==> config.mk <==
export PLATFORM = sky130hd
export DESIGN_NAME = argb1555_run_decoder_with_bounds_top_flat
export DESIGN_NICKNAME = d
export VERILOG_FILES = /design/src/rtl/ard_pkg.sv /design/src/rtl/ard_stream_if.sv /design/src/rtl/ard_div.sv /design/src/rtl/argb1555_run_decoder_with_bounds_top.sv /design/src/flat_wrapper.sv
export SDC_FILE = /design/constraint.sdc
export NUM_CORES = 1
export LEC_CHECK = 0
export BUFFER_PORTS_ARGS = -buffer_cell sky130_fd_sc_hd__buf_2
export CORE_ASPECT_RATIO = 0.7
export CORE_MARGIN = 2
export CORE_UTILIZATION = 40
export CTS_BUF_LIST = sky130_fd_sc_hd__clkbuf_8
export CTS_CLUSTER_DIAMETER = 200
export DETAILED_ROUTE_END_ITERATION = 8
export PLACE_DENSITY = 0.67
export SYNTH_ARGS = -nofsm -noshare
export SYNTH_HDL_FRONTEND = slang
export SYNTH_SLANG_ARGS = --single-unit
==> constraint.sdc <==
create_clock -name clk_i -period 15.1 [get_ports clk_i]
set_clock_uncertainty 0.05 [all_clocks]
set_input_delay 1.51 -clock clk_i [delete_from_list [all_inputs] [get_ports clk_i]]
set_output_delay 1.51 -clock clk_i [all_outputs]
set_load 0.005 [all_outputs]
==> src/rtl/ard_pkg.sv <==
// Shared types, constants and helper functions for the ARGB1555 run decoder.
// No dependencies; ard_div and the top level in rtl/ import this package.
package ard_pkg;

  // Field widths fixed by the stream format.
  localparam int WORD_W  = 16;
  localparam int SIDE_W  = 11;
  localparam int PIX_W   = 21;
  localparam int LEN_W   = 14;
  localparam int COLOR_W = 32;
  localparam int KIND_W  = 2;
  localparam int CNT_W   = $clog2(PIX_W);

  // Largest usable image side and the register values after reset.
  localparam logic [SIDE_W-1:0] MAX_SIDE     = SIDE_W'(1024);
  localparam logic [SIDE_W-1:0] WIDTH_RESET  = SIDE_W'(480);
  localparam logic [SIDE_W-1:0] HEIGHT_RESET = SIDE_W'(272);

  // Configuration register indexes.
  localparam logic CFG_IDX_WIDTH  = 1'b0;
  localparam logic CFG_IDX_HEIGHT = 1'b1;

  // Result kinds.
  localparam logic [KIND_W-1:0] KIND_RUN = 2'd0;
  localparam logic [KIND_W-1:0] KIND_SUM = 2'd1;
  localparam logic [KIND_W-1:0] KIND_ERR = 2'd2;

  // Word decoding masks.
  localparam logic [WORD_W-1:0] OPAQUE_BIT = 16'h8000;
  localparam logic [WORD_W-1:0] RUN_MASK   = 16'hc000;
  localparam logic [WORD_W-1:0] COUNT_MASK = 16'h3fff;
  localparam logic [4:0]        CHAN_MASK  = 5'h1f;
  localparam logic [COLOR_W-1:0] ALPHA_FULL = 32'hff000000;

  typedef struct packed {
    logic [WORD_W-1:0] stream_word;
    logic              first_word;
    logic              last_word;
  } ard_in_t;

  typedef struct packed {
    logic [KIND_W-1:0]  result_kind;
    logic [PIX_W-1:0]   run_start;
    logic [LEN_W-1:0]   run_length;
    logic [COLOR_W-1:0] run_color;
    logic [SIDE_W-1:0]  box_left;
    logic [SIDE_W-1:0]  box_right;
    logic [SIDE_W-1:0]  box_top;
    logic [SIDE_W-1:0]  box_bottom;
    logic               all_visible;
    logic               last_result;
  } ard_out_t;

  // Clamp a programmed side length into 1..MAX_SIDE.
  function automatic logic [SIDE_W-1:0] eff_side(input logic [SIDE_W-1:0] v);
    logic [SIDE_W-1:0] r;
    r = v;
    if (v == '0) r = SIDE_W'(1);
    else if (v > MAX_SIDE) r = MAX_SIDE;
    return r;
  endfunction

  // Widen an ARGB1555 word to ARGB8888; transparent words give zero.
  function automatic logic [COLOR_W-1:0] widen_color(input logic [WORD_W-1:0] w);
    logic [7:0] r8, g8, b8;
    r8 = {w[14:10] & CHAN_MASK, 3'b000};
    g8 = {w[9:5] & CHAN_MASK, 3'b000};
    b8 = {w[4:0] & CHAN_MASK, 3'b000};
    if ((w & OPAQUE_BIT) == '0) return '0;
    return ALPHA_FULL | {8'h00, r8, g8, b8};
  endfunction

endpackage

==> src/rtl/ard_stream_if.sv <==
// Valid/ready stream channel carrying one payload struct per request.
// Depends on nothing; the payload type is given where the channel is instantiated.
interface ard_stream_if #(parameter type payload_t = logic);
  logic     valid;
  logic     ready;
  payload_t payload;

  modport source (output valid, output payload, input ready);
  modport sink   (input valid, input payload, output ready);
endinterface

==> src/rtl/ard_div.sv <==
// Iterative restoring divider: pixel index by image width, one quotient bit a cycle.
// Depends on ard_pkg for the field widths.
module ard_div (
  input  logic                       clk_i,
  input  logic                       rst_ni,
  input  logic                       start_i,
  input  logic [ard_pkg::PIX_W-1:0]  dividend_i,
  input  logic [ard_pkg::SIDE_W-1:0] divisor_i,
  output logic                       done_o,
  output logic [ard_pkg::PIX_W-1:0]  quot_o,
  output logic [ard_pkg::SIDE_W-1:0] rem_o
);
  import ard_pkg::*;

  logic              busy_q, busy_d;
  logic              done_q, done_d;
  logic [CNT_W-1:0]  cnt_q, cnt_d;
  logic [PIX_W-1:0]  quo_q, quo_d;
  logic [SIDE_W-1:0] rem_q, rem_d;
  logic [SIDE_W:0]   trial;
  logic              ge;

  // One restoring step: shift in the next dividend bit and try a subtract.
  assign trial = {rem_q, quo_q[PIX_W-1]};
  assign ge    = trial >= {1'b0, divisor_i};

  always_comb begin
    busy_d = busy_q;
    done_d = 1'b0;
    cnt_d  = cnt_q;
    quo_d  = quo_q;
    rem_d  = rem_q;
    if (start_i) begin
      busy_d = 1'b1;
      cnt_d  = '0;
      quo_d  = dividend_i;
      rem_d  = '0;
    end else if (busy_q) begin
      quo_d = {quo_q[PIX_W-2:0], ge};
      rem_d = ge ? SIDE_W'(trial - {1'b0, divisor_i}) : trial[SIDE_W-1:0];
      cnt_d = cnt_q + CNT_W'(1);
      if (cnt_q == CNT_W'(PIX_W - 1)) begin
        busy_d = 1'b0;
        done_d = 1'b1;
      end
    end
  end

  always_ff @(posedge clk_i or negedge rst_ni) begin
    if (!rst_ni) begin
      busy_q <= 1'b0;
      done_q <= 1'b0;
      cnt_q  <= '0;
    end else begin
      busy_q <= busy_d;
      done_q <= done_d;
      cnt_q  <= cnt_d;
    end
  end

  // Datapath registers need no reset.
  always_ff @(posedge clk_i) begin
    quo_q <= quo_d;
    rem_q <= rem_d;
  end

  assign done_o = done_q;
  assign quot_o = quo_q;
  assign rem_o  = rem_q;

endmodule

==> src/rtl/argb1555_run_decoder_with_bounds_top.sv <==
// Top level of the ARGB1555 run decoder: config registers, sequencer, bounds and output register.
// Depends on ard_pkg, ard_stream_if and ard_div.
//
//   channel   direction  payload    accepted when
//   in_i      sink       ard_in_t   in_i.valid && in_i.ready
//   out_o     source     ard_out_t  out_o.valid && out_o.ready
//   cfg_*_i   write      11 bits    cfg_we_i
//
// A word is taken only while the sequencer is idle. Zero words, run opcodes, errors and
// transparent colours go from evaluation straight to the emit state, held there by output
// stalls. An opaque colour word needs the row and column of both run ends from the shared
// 21-bit divider, so it passes through both division states and the box state first.
// Reset clears all frame state; no clearing pass is needed.
// A stalled output holds the sequencer in its emit state.
module argb1555_run_decoder_with_bounds_top (
  input  logic                       clk_i,
  input  logic                       rst_ni,
  input  logic                       cfg_we_i,
  input  logic                       cfg_idx_i,
  input  logic [ard_pkg::SIDE_W-1:0] cfg_wdata_i,
  ard_stream_if.sink                 in_i,
  ard_stream_if.source               out_o
);
  import ard_pkg::*;

  // Sequencer state codes.
  localparam logic [2:0] S_IDLE = 3'd0;
  localparam logic [2:0] S_EVAL = 3'd1;
  localparam logic [2:0] S_DIV0 = 3'd2;
  localparam logic [2:0] S_DIV1 = 3'd3;
  localparam logic [2:0] S_BOX  = 3'd4;
  localparam logic [2:0] S_EMIT = 3'd5;

  logic [2:0]         state_q, state_d;
  logic [SIDE_W-1:0]  width_q, height_q;
  logic [SIDE_W-1:0]  eff_w, eff_h;
  logic [PIX_W-1:0]   total_q;

  // Frame state.
  logic [PIX_W-1:0]   pixel_q, pixel_d;
  logic               await_q, await_d;
  logic [LEN_W-1:0]   pend_q, pend_d;
  logic [SIDE_W-1:0]  left_q, left_d, right_q, right_d;
  logic [SIDE_W-1:0]  top_q, top_d, bottom_q, bottom_d;
  logic               vis_q, vis_d;
  logic               halt_q, halt_d;

  // Latched request and pending result.
  ard_in_t            word_q;
  logic               emit_main_q, emit_main_d, emit_sum_q, emit_sum_d;
  logic [KIND_W-1:0]  res_kind_q, res_kind_d;
  logic [PIX_W-1:0]   res_start_q, res_start_d;
  logic [LEN_W-1:0]   res_len_q, res_len_d;
  logic [COLOR_W-1:0] res_color_q, res_color_d;
  logic [SIDE_W-1:0]  y0_q, x0_q;

  // Output register.
  logic               out_valid_q;
  ard_out_t           out_data_q, out_data_d;
  logic               out_load;

  // Divider hookup.
  logic               div_start, div_done;
  logic [PIX_W-1:0]   div_dividend, div_quot;
  logic [SIDE_W-1:0]  div_rem;

  // Evaluation helpers.
  logic               in_accept;
  logic [PIX_W-1:0]   avail, run_end, run_last;
  logic [LEN_W-1:0]   clip_len;
  logic [COLOR_W-1:0] color;
  logic               same_row;
  logic [SIDE_W-1:0]  x0_eff, x1_eff, y1;

  assign eff_w = eff_side(width_q);
  assign eff_h = eff_side(height_q);

  // Configuration registers and the registered pixel total.
  always_ff @(posedge clk_i or negedge rst_ni) begin
    if (!rst_ni) begin
      width_q  <= WIDTH_RESET;
      height_q <= HEIGHT_RESET;
      total_q  <= '0;
    end else begin
      if (cfg_we_i && cfg_idx_i == CFG_IDX_WIDTH) width_q <= cfg_wdata_i;
      if (cfg_we_i && cfg_idx_i == CFG_IDX_HEIGHT) height_q <= cfg_wdata_i;
      total_q <= PIX_W'(eff_w) * PIX_W'(eff_h);
    end
  end

  assign in_i.ready = (state_q == S_IDLE);
  assign in_accept  = in_i.valid && in_i.ready;

  // Run clipping and colour for a colour word.
  assign avail    = (pixel_q < total_q) ? total_q - pixel_q : '0;
  assign clip_len = ({{(PIX_W-LEN_W){1'b0}}, pend_q} > avail) ? LEN_W'(avail) : pend_q;
  assign color    = widen_color(word_q.stream_word);
  assign run_end  = res_start_q + {{(PIX_W-LEN_W){1'b0}}, res_len_q};
  assign run_last = run_end - PIX_W'(1);

  // Divider operand: run start first, last pixel of the run second.
  assign div_start    = (state_q == S_EVAL && !halt_q && await_q && clip_len != '0
                         && color != '0) || (state_q == S_DIV0 && div_done);
  assign div_dividend = (state_q == S_EVAL) ? pixel_q : run_last;

  ard_div u_div (
    .clk_i      (clk_i),
    .rst_ni     (rst_ni),
    .start_i    (div_start),
    .dividend_i (div_dividend),
    .divisor_i  (eff_w),
    .done_o     (div_done),
    .quot_o     (div_quot),
    .rem_o      (div_rem)
  );

  // Bounding box columns of the run end under evaluation.
  assign y1       = div_quot[SIDE_W-1:0];
  assign same_row = (y0_q == y1);
  assign x0_eff   = same_row ? x0_q : '0;
  assign x1_eff   = same_row ? div_rem + SIDE_W'(1) : eff_w;

  // Output register load.
  assign out_load = (state_q == S_EMIT) && (emit_main_q || emit_sum_q)
                    && (!out_valid_q || out_o.ready);

  always_comb begin
    out_data_d             = out_data_q;
    out_data_d.box_left    = left_q;
    out_data_d.box_right   = right_q;
    out_data_d.box_top     = top_q;
    out_data_d.box_bottom  = bottom_q;
    out_data_d.all_visible = vis_q && (pixel_q == total_q);
    if (emit_main_q) begin
      out_data_d.result_kind = res_kind_q;
      out_data_d.run_start   = res_start_q;
      out_data_d.run_length  = res_len_q;
      out_data_d.run_color   = res_color_q;
      out_data_d.last_result = !emit_sum_q;
    end else begin
      out_data_d.result_kind = KIND_SUM;
      out_data_d.run_start   = pixel_q;
      out_data_d.run_length  = '0;
      out_data_d.run_color   = '0;
      out_data_d.last_result = 1'b1;
    end
  end

  // Sequencer and frame state update.
  always_comb begin
    state_d     = state_q;
    pixel_d     = pixel_q;
    await_d     = await_q;
    pend_d      = pend_q;
    left_d      = left_q;
    right_d     = right_q;
    top_d       = top_q;
    bottom_d    = bottom_q;
    vis_d       = vis_q;
    halt_d      = halt_q;
    emit_main_d = emit_main_q;
    emit_sum_d  = emit_sum_q;
    res_kind_d  = res_kind_q;
    res_start_d = res_start_q;
    res_len_d   = res_len_q;
    res_color_d = res_color_q;
    unique case (state_q)
      S_IDLE: begin
        if (in_accept) begin
          state_d = S_EVAL;
          // A first word restarts the frame before it is decoded.
          if (in_i.payload.first_word) begin
            pixel_d  = '0;
            await_d  = 1'b0;
            pend_d   = '0;
            left_d   = eff_w;
            right_d  = '0;
            top_d    = eff_h;
            bottom_d = '0;
            vis_d    = 1'b1;
            halt_d   = 1'b0;
          end
        end
      end
      S_EVAL: begin
        emit_main_d = 1'b0;
        res_kind_d  = KIND_RUN;
        res_start_d = pixel_q;
        res_len_d   = '0;
        res_color_d = '0;
        state_d     = S_EMIT;
        if (!halt_q) begin
          if (await_q) begin
            // Colour word closes a pending run.
            await_d     = 1'b0;
            emit_main_d = 1'b1;
            res_len_d   = clip_len;
            res_color_d = color;
            if (clip_len != '0) begin
              if (color != '0) begin
                state_d = S_DIV0;
              end else begin
                vis_d   = 1'b0;
                pixel_d = pixel_q + {{(PIX_W-LEN_W){1'b0}}, clip_len};
              end
            end
          end else if (pixel_q < total_q) begin
            if (word_q.stream_word == '0) begin
              // Single transparent pixel.
              emit_main_d = 1'b1;
              res_len_d   = LEN_W'(1);
              vis_d       = 1'b0;
              pixel_d     = pixel_q + PIX_W'(1);
            end else if ((word_q.stream_word & RUN_MASK) == RUN_MASK) begin
              await_d = 1'b1;
              pend_d  = LEN_W'(word_q.stream_word & COUNT_MASK);
            end else begin
              // Unknown opcode halts the frame.
              emit_main_d = 1'b1;
              res_kind_d  = KIND_ERR;
              halt_d      = 1'b1;
            end
          end
        end
        if (word_q.last_word) await_d = 1'b0;
        emit_sum_d = word_q.last_word && !halt_d;
      end
      S_DIV0: begin
        if (div_done) state_d = S_DIV1;
      end
      S_DIV1: begin
        if (div_done) state_d = S_BOX;
      end
      S_BOX: begin
        // Opaque run widens the bounding box.
        if (x0_eff < left_q) left_d = x0_eff;
        if (x1_eff > right_q) right_d = x1_eff;
        if (y0_q < top_q) top_d = y0_q;
        bottom_d = y1 + SIDE_W'(1);
        pixel_d  = run_end;
        state_d  = S_EMIT;
      end
      S_EMIT: begin
        if (out_load) begin
          if (emit_main_q) emit_main_d = 1'b0;
          else emit_sum_d = 1'b0;
        end
        if (!emit_main_q && !emit_sum_q) state_d = S_IDLE;
      end
      default: state_d = S_IDLE;
    endcase
  end

  always_ff @(posedge clk_i or negedge rst_ni) begin
    if (!rst_ni) begin
      state_q     <= S_IDLE;
      pixel_q     <= '0;
      await_q     <= 1'b0;
      pend_q      <= '0;
      left_q      <= WIDTH_RESET;
      right_q     <= '0;
      top_q       <= HEIGHT_RESET;
      bottom_q    <= '0;
      vis_q       <= 1'b1;
      halt_q      <= 1'b0;
      emit_main_q <= 1'b0;
      emit_sum_q  <= 1'b0;
      out_valid_q <= 1'b0;
    end else begin
      state_q     <= state_d;
      pixel_q     <= pixel_d;
      await_q     <= await_d;
      pend_q      <= pend_d;
      left_q      <= left_d;
      right_q     <= right_d;
      top_q       <= top_d;
      bottom_q    <= bottom_d;
      vis_q       <= vis_d;
      halt_q      <= halt_d;
      emit_main_q <= emit_main_d;
      emit_sum_q  <= emit_sum_d;
      if (out_load) out_valid_q <= 1'b1;
      else if (out_o.ready) out_valid_q <= 1'b0;
    end
  end

  // Payload registers: request latch, pending result, division results, output data.
  always_ff @(posedge clk_i) begin
    if (in_accept) word_q <= in_i.payload;
    res_kind_q  <= res_kind_d;
    res_start_q <= res_start_d;
    res_len_q   <= res_len_d;
    res_color_q <= res_color_d;
    if (state_q == S_DIV0 && div_done) begin
      y0_q <= div_quot[SIDE_W-1:0];
      x0_q <= div_rem;
    end
    if (out_load) out_data_q <= out_data_d;
  end

  assign out_o.valid   = out_valid_q;
  assign out_o.payload = out_data_q;

endmodule

==> src/flat_wrapper.sv <==
// flat-port wrapper written by rule: the top's interface ports become plain ports
module argb1555_run_decoder_with_bounds_top_flat import ard_pkg::*;
  (clk_i, rst_ni, cfg_we_i, cfg_idx_i, cfg_wdata_i, in_i_valid, in_i_payload, in_i_ready, out_o_valid, out_o_payload, out_o_ready);
  ard_stream_if #(.payload_t(ard_in_t)) in_i_i ();
  ard_stream_if #(.payload_t(ard_out_t)) out_o_i ();
  input  logic clk_i;
  input  logic rst_ni;
  input  logic cfg_we_i;
  input  logic cfg_idx_i;
  input  logic [ard_pkg::SIDE_W-1:0] cfg_wdata_i;
  input wire logic [$bits(in_i_i.valid)-1:0] in_i_valid;
  input wire logic [$bits(in_i_i.payload)-1:0] in_i_payload;
  output wire logic [$bits(in_i_i.ready)-1:0] in_i_ready;
  output wire logic [$bits(out_o_i.valid)-1:0] out_o_valid;
  output wire logic [$bits(out_o_i.payload)-1:0] out_o_payload;
  input wire logic [$bits(out_o_i.ready)-1:0] out_o_ready;
  assign in_i_i.valid = in_i_valid;
  assign in_i_i.payload = in_i_payload;
  assign in_i_ready = in_i_i.ready;
  assign out_o_valid = out_o_i.valid;
  assign out_o_payload = out_o_i.payload;
  assign out_o_i.ready = out_o_ready;
  argb1555_run_decoder_with_bounds_top u_core (.clk_i(clk_i), .rst_ni(rst_ni), .cfg_we_i(cfg_we_i), .cfg_idx_i(cfg_idx_i), .cfg_wdata_i(cfg_wdata_i), .in_i(in_i_i), .out_o(out_o_i));
endmodule
Word-level counts from Yosys, hierarchy flattened
Index checks and enable logic that the tools add are counted.
{ "op_classes": {"addsub": 9, "mul": 1, "order_cmp": 8, "eq_ne": 29, "muxes": 103, "n_bitwise": 3, "n_reduce_logical": 48} }
{ "ops": {"columns": ["operator", "n"], "rows": [
  ["21-bit two-way mux", 12],
  ["11-bit two-way mux", 16],
  ["14-bit two-way mux", 10],
  ["11-bit case mux with 2 select lines", 4],
  ["67-bit two-way mux", 1],
  ["32-bit two-way mux", 2],
  ["21-bit case mux with 3 select lines", 1],
  ["21-bit by 14-bit adder with 21-bit output", 2],
  ["1-bit two-way mux", 39],
  ["16-bit logical NOT", 2],
  ["32-bit nonzero test", 1],
  ["14-bit case mux with 2 select lines", 1],
  ["3-bit two-way mux", 8],
  ["8-bit AND reduction", 3],
  ["11-bit by 1-bit adder with 11-bit output (second input constant)", 2],
  ["11-bit > comparator (second input constant)", 2],
  ["11-bit logical NOT", 2],
  ["11-bit less-than comparator", 2],
  ["21-bit by 1-bit adder with 21-bit output (second input constant)", 1],
  ["21-bit equality test", 1],
  ["14-bit by 21-bit > comparator with 1-bit output", 1],
  ["21-bit less-than comparator", 1],
  ["11-bit by 11-bit multiplier with 21-bit output", 1],
  ["21-bit by 1-bit subtractor with 21-bit output (second input constant)", 1],
  ["other kinds (33)", 85]
]} }
{ "totals": {"regBits": 393, "out_inout_bits": 117, "elab_cells": 240} }

Depth between registers and ports, before layout
{ "logic_depth": {"ltp_word": 10, "mapped_depth": 38} }

Hierarchy
From an unflattened synthesis, not the netlist that was laid out.
{ "unflattened": {"hier_cells": 2330, "hier_area_um2": 23711.5} }
{ "modules_own_cells": {"columns": ["module", "instances", "cells_each", "area_each_um2", "seq_area_each_um2"], "rows": [
  ["argb1555_run_decoder_with_bounds_top", 1, 2115, 21388.0, 8999.9],
  ["ard_div", 1, 215, 2323.5, 1026.0]
]} }

Worst setup path before layout
Ideal clock, no wire load.
{ "synth_timing": {"path_type": "flip-flop to flip-flop", "from": "register u_core.pixel_q[12]", "to": "register u_core.pixel_q[15]", "setup_ps": 119, "t_arrival_ps": 6896, "required_time_ps": 14931, "setup_slack_ps": 8035, "path_stages_with_launch": 36, "period_less_slack_ps": 7065, "path_cell_list": "dfrtp_1 -> inv_1 -> ha_1 -> clkbuf_1 -> nand4_1 -> o31ai_1 -> o21ai_0 -> a211oi_1 -> o211ai_1 -> a31oi_1 -> buf_2 -> clkbuf_1 -> nand2_1 -> ha_1 -> o21ai_0 -> a21oi_1 -> o21ai_0 -> a21oi_1 -> o211a_1 -> o21bai_1 -> a2111o_1 -> and3_1 -> o21ai_0 -> inv_1 -> ha_1 -> a21oi_1 -> o211ai_1 -> a21o_1 -> o31ai_1 -> o211ai_1 -> o41a_1 -> a41oi_1 -> or2_2 -> o22a_1 -> nand3_1 -> o21a_1"} }
{ "synth_via": {"elab_chain_cells": 10} }
{ "synth_lines": {"columns": ["element", "line", "source"], "rows": [
  ["from (decl)", "argb1555_run_decoder_with_bounds_top.sv:40", "logic [PIX_W-1:0] pixel_q, pixel_d;"],
  ["from (signal assigned)", "argb1555_run_decoder_with_bounds_top.sv:271", "pixel_q <= pixel_d;"],
  ["21-bit subtractor or 21-bit less-than comparator (tied branches)", "argb1555_run_decoder_with_bounds_top.sv:95, argb1555_run_decoder_with_bounds_top.sv:207", null],
  ["21-bit two-way mux", "argb1555_run_decoder_with_bounds_top.sv:95", "assign avail = (pixel_q < total_q) ? total_q - pixel_q : '0;"],
  ["14-bit by 21-bit > comparator with 1-bit output", "argb1555_run_decoder_with_bounds_top.sv:96", "assign clip_len = ({{(PIX_W-LEN_W){1'b0}}, pend_q} > avail) ? LEN_W'(avail) : pend_q;"],
  ["14-bit two-way mux", "argb1555_run_decoder_with_bounds_top.sv:96", null],
  ["21-bit by 14-bit adder with 21-bit output", "argb1555_run_decoder_with_bounds_top.sv:204", "pixel_d = pixel_q + {{(PIX_W-LEN_W){1'b0}}, clip_len};"],
  ["21-bit two-way mux", "argb1555_run_decoder_with_bounds_top.sv:200", "if (color != '0) begin"],
  ["21-bit two-way mux", "argb1555_run_decoder_with_bounds_top.sv:199", "if (clip_len != '0) begin"],
  ["21-bit two-way mux", "argb1555_run_decoder_with_bounds_top.sv:193", "if (await_q) begin"],
  ["21-bit two-way mux", "argb1555_run_decoder_with_bounds_top.sv:192", "if (!halt_q) begin"],
  ["21-bit case mux with 3 select lines", "argb1555_run_decoder_with_bounds_top.sv:167", "unique case (state_q)"]
]} }
Parallel ways exist; a longest one is shown, timed or not. The select of a mux whose other input is x is not followed.
A chain may end at the register's enable or synchronous reset.

Worst setup path in the final report
{ "layout_timing": {"from": "register u_core.pixel_q[14]", "to": "register u_core.pixel_q[16]"} }
Same word-level chain as after synthesis.

==> impl_metrics.csv <==
group,metric,value,unit
power,power_density,224,nW/um2
setup_path,worst_path_most_repeated_cell,"o21ai_0",
grt,grt_pass1_vias,17400,
layout,drive_gt1_frac,0.127,
synth,syn_avg_cell_area,9.98,um2
setup_path,crit_path_end_kind,"flip-flop",
timing,rsz0062_at_grt,"false",
timing,slew_headroom,0.171,
setup_path,cp-start-kind,"flip-flop",
synth,async_flop_share,0.383,
synth,synth_top_area_frac,0.272,
clock_network,cts-htree-levels,2,
placed_design,place.gp.congestion,0.966,
run,drv_cap,0,
clock_network,cts_sinks,360,
synth,syn-cell-area,23300,um2
routing,antenna_left,0,
routing,wl_per_cell,19.9,um
setup_path,cp.buffers_inverters,3,
layout,final_cell_mix,"nand2_1, inv_1, nor2_1",
synth,synth_cell_type_count,89,
synth,yosys_most_used_dff,"edfxtp_1",
outcome,status,"completed",
synth,synthTopCellsByArea,"edfxtp_1, dfrtp_1, ha_1, fa_1, nand2_1",
floorplan,start_util,0.402,
synth,yosys.area.top_type,"edfxtp_1",
setup_path,crit_required,15.63,ns
grt,overflow,0,
synth,synthCells,2338,
timing,fmax,0.117,GHz
floorplan,fp.coreArea,58000,um2
placed_design,placed_cell_area,24700,um2
routing,firstDrtPassIters,6,
clock_network,cts_root_buf,"clkbuf_8",
layout,post-route-util,0.446,
grt,grt_usage,0.216,
routing,vias,17900,
placed_design,dp_cells,3149,
power,ir_drop,90.9,uV
setup_path,cpPeakStageDelay,0.62,ns
clock_network,cts_hold_buffers,0,
floorplan,rows,74,
timing,period_minus_slack,8.53,ns
layout,fin_area,25900,um2
clock_network,cts_buffer_depth,3,
synth,synth_edf_count,211,
floorplan,ios,152,
setup_path,worst-path-max-fanout,20,
setup_path,slowest_stage,"a2111o_1",
layout,final_common_cell,"nand2_1",
timing,final-setup-viol-count,0,
layout,diodes,0,
timing,tightest_slew,1.24,ns
grt,grt_first_pass_wirelength,100,mm
grt,antenna_found_initial,1,
clock_network,cts_buffers,59,
timing,slew_viol_final,0,
layout,area_growth,10.9,%
setup_path,path_delay_family,"compound AO/OA/AOI/OAI gates",
routing,wl,65.0,mm
clock_network,clk_pin_slew,0.07,ns
timing,holdWs,0.403,ns
routing,remaining_drc_errors,0,
floorplan,die_area,60300,um2
floorplan,die_x,293,um
timing,finalHoldViolCount,0,
setup_path,cp.arrival,9.06,ns
placed_design,port_buffers,142,
setup_path,critical_path_class,"reg -> reg",
synth,synth_seq_area_share,0.430,
placed_design,dpl.hpwl,49.1,mm
clock_network,tritoncts,"yes",
timing,period_share,0.565,
floorplan,die_h,206,um
grt,grt_max_degree,78,
timing,finalSetupTns,0,ns
routing,viasPerCell,5.50,
clock_network,cts_setup_buffers,0,
clock_network,insertion_delay,0.72,ns
layout,fill_cells,5504,
layout,fin_cells,3261,
synth,yosysWarnings,0,
clock_network,cts_resized,0,
power,p_leak,11.1,nW
worst_hold_path,hold_path_class,"reg -> reg",
layout,nNetsFinal,2735,
routing,drt_iter0_drc,1694,
synth,ys_seq_elements,360,
-- report_power, final --
group          internal [mW]  switching (mW)  total, mW
combinational           1.14            2.04       3.18
clock                  0.449           0.439      0.888
sequential              1.44           0.281       1.72
-- cell type report --
class	count	area, um2	area share
multi-input cells	1659	12000	0.465
flip-flops and latches	360	10000	0.388
well taps	760	951	0.0368
repair buffers	163	875	0.0338
clock buffers	60	826	0.0319
inverters	207	778	0.0301
clock inverters	52	374	0.0145
-- state kept, by name (all words and copies together) (netlist names), 14 cells and up --
signal	count
u_core.res_len_q	14
u_core.u_div.quot_o	21
u_core.res_start_q	21
u_core.out_o.payload	99
u_core.res_color_q	16
u_core.pend_q	14
u_core.pixel_q	21
u_core.total_q	21
u_core.word_q	17
-- kinds of logic after synthesis --
family | count (synthesis) | share of synthesized area
xor+xnor | 109 | 0.0409
flops | 360 | 0.430
simple gates | 777 | 0.157
fa+ha+maj | 250 | 0.161
compound gates | 473 | 0.134
mux | 41 | 0.0199
buf+inv | 327 | 0.0570
other cells | 1 | 0.000161
-- path summary, 6_finish.rpt --
path | depth (start not counted) | from | to | slack [ns]
worst max-delay path | 32 | u_core.pixel_q[14]$_DFFE_PN0P_ | u_core.pixel_q[16]$_DFFE_PN0P_ | 6.57
worst min-delay path | 0 | u_core.bottom_q[5]$_DFFE_PN0P_ | u_core.out_o.payload[7]$_DFFE_PP_ | 0.40
worst max register to register | 32 | u_core.pixel_q[14]$_DFFE_PN0P_ | u_core.pixel_q[16]$_DFFE_PN0P_ | 6.57
worst min register to register | 0 | u_core.bottom_q[5]$_DFFE_PN0P_ | u_core.out_o.payload[7]$_DFFE_PP_ | 0.40
max in group asynchronous | 2 | rst_ni | u_core.bottom_q[9]$_DFFE_PN0P_ | 12.84
min in group asynchronous | 1 | rst_ni | u_core.height_q[7]$_DFFE_PN0P_ | 0.78
-- synth_stat cells, types with 13 or more instances --
| library cell | number |
|---|---|
| nand2_1 | 230 |
| nor2_1 | 215 |
| edfxtp_1 | 211 |
| inv_1 | 204 |
| ha_1 | 167 |
| dfrtp_1 | 125 |
| a21oi_1 | 120 |
| o21ai_0 | 120 |
| clkbuf_1 | 90 |
| fa_1 | 83 |
| xnor2_1 | 69 |
| nand3_1 | 64 |
| and2_1 | 62 |
| xor2_1 | 40 |
| a21o_1 | 39 |
| nor2b_1 | 33 |
| nand4_1 | 32 |
| and3_1 | 31 |
| nor3_1 | 31 |
| mux2_2 | 25 |
| nand2b_1 | 25 |
| a211oi_1 | 22 |
| o21a_1 | 20 |
| buf_4 | 18 |
| nor4_1 | 15 |
| o22a_1 | 14 |
| dfstp_2 | 13 |
| or3_1 | 13 |
-- per-stage QoR --
step / total power, mW / setup WS (ns)
final: 5.79 / 6.57
after global routing: 6.23 / 5.80
after CTS: 5.77 / 6.74
after detailed placement: 4.85 / 6.80
after global placement: 4.80 / 6.99
after floorplan: 3.89 / 8.04
-- metal layers --
metal  track usage  up-vias  routed length [um]  part of all wire
met1         0.312     8766               29700              0.46
met5             0        -                   0                 0
met4        0.0714        0                1930             0.030
met2         0.311      642               27200              0.42
li1              -     8396                   -                 -
met3        0.0591      122                6150             0.095
No activity file was read; power rests on OpenSTA's default activity.
